==> config.mk <==
export PLATFORM = sky130hd
export DESIGN_NAME = rsw_ctrl
export DESIGN_NICKNAME = d
export VERILOG_FILES = /design/src/hdl/rsw_pkg.sv /design/src/hdl/rsw_ctrl.sv
export SDC_FILE = /design/constraint.sdc
export NUM_CORES = 1
export LEC_CHECK = 0
export BUFFER_PORTS_ARGS = -buffer_cell sky130_fd_sc_hd__buf_4
export CORE_AREA = 4 4 41 43
export DETAILED_ROUTE_END_ITERATION = 7
export DIE_AREA = 0 0 45 47
export HOLD_SLACK_MARGIN = 0.06
export PLACE_DENSITY_LB_ADDON = 0.05
export SETUP_SLACK_MARGIN = 0.15
export SLEW_MARGIN = 25
export SYNTH_ARGS = -nofsm -noshare
export SYNTH_HDL_FRONTEND = slang
export SYNTH_SLANG_ARGS = --single-unit
==> constraint.sdc <==
create_clock -name clk -period 2.7 [get_ports clk]
set_input_delay 0.135 -clock clk [delete_from_list [all_inputs] [get_ports clk]]
set_output_delay 0.135 -clock clk [all_outputs]
set_load 0.005 [all_outputs]
==> src/hdl/rsw_pkg.sv <==
// ----------------------------------------------------------------------------
// rsw_pkg: shared types and constants for the redundant send window
// Field widths, result kind codes, command codes and the control/status
// structs that join the controller and the datapath.
// ----------------------------------------------------------------------------
package rsw_pkg;

    localparam int TS_W   = 64;
    localparam int SEQ_W  = 31;
    localparam int CNT_W  = 7;
    localparam int IDX_W  = 6;
    localparam int KIND_W = 3;

    // stream payload widths (padded to whole bytes)
    localparam int S_TDATA_W = 128;
    localparam int M_TDATA_W = 144;

    // per-packet limit register
    localparam logic [CNT_W-1:0] LIMIT_MIN   = 7'd1;
    localparam logic [CNT_W-1:0] LIMIT_MAX   = 7'd64;
    localparam logic [CNT_W-1:0] LIMIT_RESET = 7'd64;

    // input command codes
    localparam logic CMD_SEND = 1'b0;
    localparam logic CMD_ACK  = 1'b1;

    // result kind codes
    localparam logic [KIND_W-1:0] KIND_ENTRY   = 3'd0;
    localparam logic [KIND_W-1:0] KIND_RELEASE = 3'd1;
    localparam logic [KIND_W-1:0] KIND_STALE   = 3'd2;
    localparam logic [KIND_W-1:0] KIND_INCONS  = 3'd3;
    localparam logic [KIND_W-1:0] KIND_NONE    = 3'd4;

    // controller -> datapath
    typedef struct packed {
        logic capture;      // latch the input beat
        logic eval;         // apply the event to the window state
        logic rd;           // read ring at the read pointer
        logic load_entry;   // load one run entry into the output register
        logic load_single;  // load the single status result
    } rsw_cmd_t;

    // datapath -> controller
    typedef struct packed {
        logic single;       // event yields one status result only
        logic entry_last;   // current run entry is the final one
        logic out_free;     // output register can take a beat this cycle
    } rsw_stat_t;

endpackage

==> src/hdl/rsw_ctrl.sv <==
// ----------------------------------------------------------------------------
// rsw_ctrl: sequencing state machine
// Steps each event through capture, evaluate, ring read and result emission.
// ----------------------------------------------------------------------------
module rsw_ctrl
(
    input  logic               clk,
    input  logic               rst_n,
    input  logic               in_valid,
    output logic               in_ready,
    input  rsw_pkg::rsw_stat_t stat,
    output rsw_pkg::rsw_cmd_t  cmd
);
    import rsw_pkg::*;

    localparam logic [2:0] ST_IDLE  = 3'd0;
    localparam logic [2:0] ST_EVAL  = 3'd1;
    localparam logic [2:0] ST_START = 3'd2;
    localparam logic [2:0] ST_EMIT  = 3'd3;
    localparam logic [2:0] ST_ONE   = 3'd4;

    logic [2:0] state_reg;
    logic [2:0] state_next;

    assign in_ready = (state_reg == ST_IDLE);

    always_comb
    begin
        state_next      = state_reg;
        cmd             = '0;
        unique case (state_reg)
            ST_IDLE:
            begin
                if (in_valid)
                begin
                    cmd.capture = 1'b1;
                    state_next  = ST_EVAL;
                end
            end
            ST_EVAL:
            begin
                cmd.eval   = 1'b1;
                state_next = stat.single ? ST_ONE : ST_START;
            end
            ST_START:
            begin
                // prefetch first entry
                cmd.rd     = 1'b1;
                state_next = ST_EMIT;
            end
            ST_EMIT:
            begin
                if (stat.out_free)
                begin
                    cmd.load_entry = 1'b1;
                    if (stat.entry_last)
                        state_next = ST_IDLE;
                    else
                        cmd.rd = 1'b1;
                end
            end
            ST_ONE:
            begin
                if (stat.out_free)
                begin
                    cmd.load_single = 1'b1;
                    state_next      = ST_IDLE;
                end
            end
            default:
            begin
                state_next = ST_IDLE;
            end
        endcase
    end

    always_ff @(posedge clk or negedge rst_n)
    begin
        if (!rst_n)
            state_reg <= ST_IDLE;
        else
            state_reg <= state_next;
    end

endmodule

==> metrics.txt <==
global-route wire length before repair ~900 um; reg2reg start state_reg[0]$_DFFE_PN0P_; Final Instance Count excl. Fillers 53; layout cells sized above 1 0.368; # setup viols final 0; root buffer cell clkbuf_4; hold depth 3; routed wl met3 24 um; RSZ-0062 raised after global routing no; total congestion overflow 0; Synth cell types 16; Hold WC Path Type in2reg; # clock sinks 3; Area contributors post-synth dfrtp_1, nand2b_1, a211oi_1; DR vias around 230; worst hold start stat[2]; worst IR drop on VDD 0.226 mV; max FFs per register 3; register area share after synthesis 0.361; htree depth 1; Via-to-Cell Ratio 4.30; core footprint around 0.0013 mm2; vias in the first global route 217; register bit total from synthesis 3; Port Buffers 11; FP Rows 13; Die X-Extent between 40 and 50 um; Max Slew Vio Count 0; DRC errors left 0; post-synthesis cell count 24; status finished clean; crit path buf inv count 1; synth warn 0; Area growth syn-to-layout 60.2%; largest stage delay on the critical path 0.46 ns; DP Cell Count 48; commonest non-fill, non-tap cells in the layout buf_4, nand2b_1, clkbuf_4, dfrtp_1; Overall Power 318 uW; antenna violations before repair 0; Fin Hold WS around 0.18 ns; Finished Core Util 0.256; cell taking the most area after synthesis dfrtp_1; Power Density 955 mW/mm2; fin nets 45; drt total wl 582 um; worst reg2reg setup slack 1.63 ns; LEAKAGE 0.156 nW; delay-heaviest family, CP flip-flops; R2R Path End state_reg[2]$_DFFE_PN0P_; critical path arrival 1.19 ns; worst reg2reg path depth 2; Synth top area share 0.361; M1 WL 227 um; cell breakdown of the critical path nor4bb_1, buf_4; largest net degree at the start of global routing 12; CP max stage cell dfrtp_1; clock buffer depth 2; Die H 47 um; most common cell after layout, fill and taps aside buf_4; Setup Fix Bufs, Post-CTS 0; Worst Path Required 2.57 ns; uppermost layer routed met4; Routed wire per std cell 11.0 um; Final ANT Viol Nets 0; Slew Limit Headroom 0.817; Mapped Nets 30; clk slew on worst S/H paths 0.04 ns; CP startpoint kind flip-flop; clock skew 0.00344 ns; Die Area ~0.0021 mm2; Hold Fails Final Rpt 0; Crit. Startpoint state_reg[1]$_DFFE_PN0P_; number of CTS-inserted buffers 3; Iter 0 DRT Violations 3; drt pass-1 iters 3; Least-Margin Pin Slew 0.270 ns; Levels on crit path 2; Syn Area/Cell 8.65 um2; # diodes 0; metal2 WL 287 um; Mapped Area 208 um2; crit end category output pin; Tcrit/Tclk final 0.492; FMAX 753 MHz; I/O pins 12; min Tclk post-route ~1.3 ns; Initial Utilization 0.160; critical path peak fanout 8; clk_lat worst skew 0.23 ns; path type of the worst setup path reg2out; placer's final routability congestion estimate 0.653; max cap viols 0; worst hold endpoint state_reg[2]$_DFFE_PN0P_; Setup TNS 0 ns; CTS tree done; all-layer global routing usage 0.0665
## area by class of cell
class                           instances  area [um2]
Clock buffer                            4        26.3
Timing Repair Buffer                   12        92.6
Multi-Input combinational cell         18         116
Tap cell                               15        18.8
Sequential cell                         3        75.1
Inverter                                1        3.75
Fill cell                             166         968
## worst reg2reg max path: stages, from the launching register on
cell and delay [ns]:
dfrtp_1 0.46, or3b_1 0.40, a21oi_1 0.14
## how the worst max path moves through the flow
stage | endpoint
floorplan | state_reg[2]$_DFFE_PN0P_
global placement | cmd[4]
detailed placement | cmd[0]
CTS | cmd[0]
global route | cmd[0]
finish | cmd[0]
## stage by stage
stage,cell area (um2),setup WS [ns]
after global routing,333,1.26
final,333,1.37
after global placement,297,1.63
after detailed placement,297,1.61
after CTS,333,1.36
after floorplan,208,1.74
## synth_stat cells
master / instances
a211oi_1: 2
nand3b_1: 1
nor3b_1: 1
nor3_1: 2
buf_2: 1
and3_1: 1
dfrtp_1: 3
or3b_1: 1
a21oi_1: 2
inv_1: 1
nor2_1: 1
nand2b_1: 4
buf_4: 1
nand2_1: 1
nor4bb_1: 1
and4_1: 1
## cells by family (layout without fill, tap and decap cells)
kind of cell / after synthesis / in the layout / share of synthesized area
flops: 3 / 3 / 0.361
buf+inv: 3 / 17 / 0.0783
simple gates: 14 / 14 / 0.440
compound gates: 4 / 4 / 0.120
## timing repair
action	CTS	global route
resized for setup	0	0
hold endpoints to repair	3	0
hold buffers	1	0
## power by group
group | internal, mW | total, mW | switching, mW | leakage [nW]
Sequential | 0.0653 | 0.110 | 0.0450 | 0.0364
Combinational | 0.0806 | 0.129 | 0.0480 | 0.104
Clock | 0.0554 | 0.0787 | 0.0233 | 0.0150
## layer usage
layer	global-route usage	vias to the layer above
li1	-	113
met1	0.0709	102
met2	0.0904	9
met3	0	4
met4	0.123	0
met5	0	-
No activity file was read; power rests on OpenSTA's default activity.
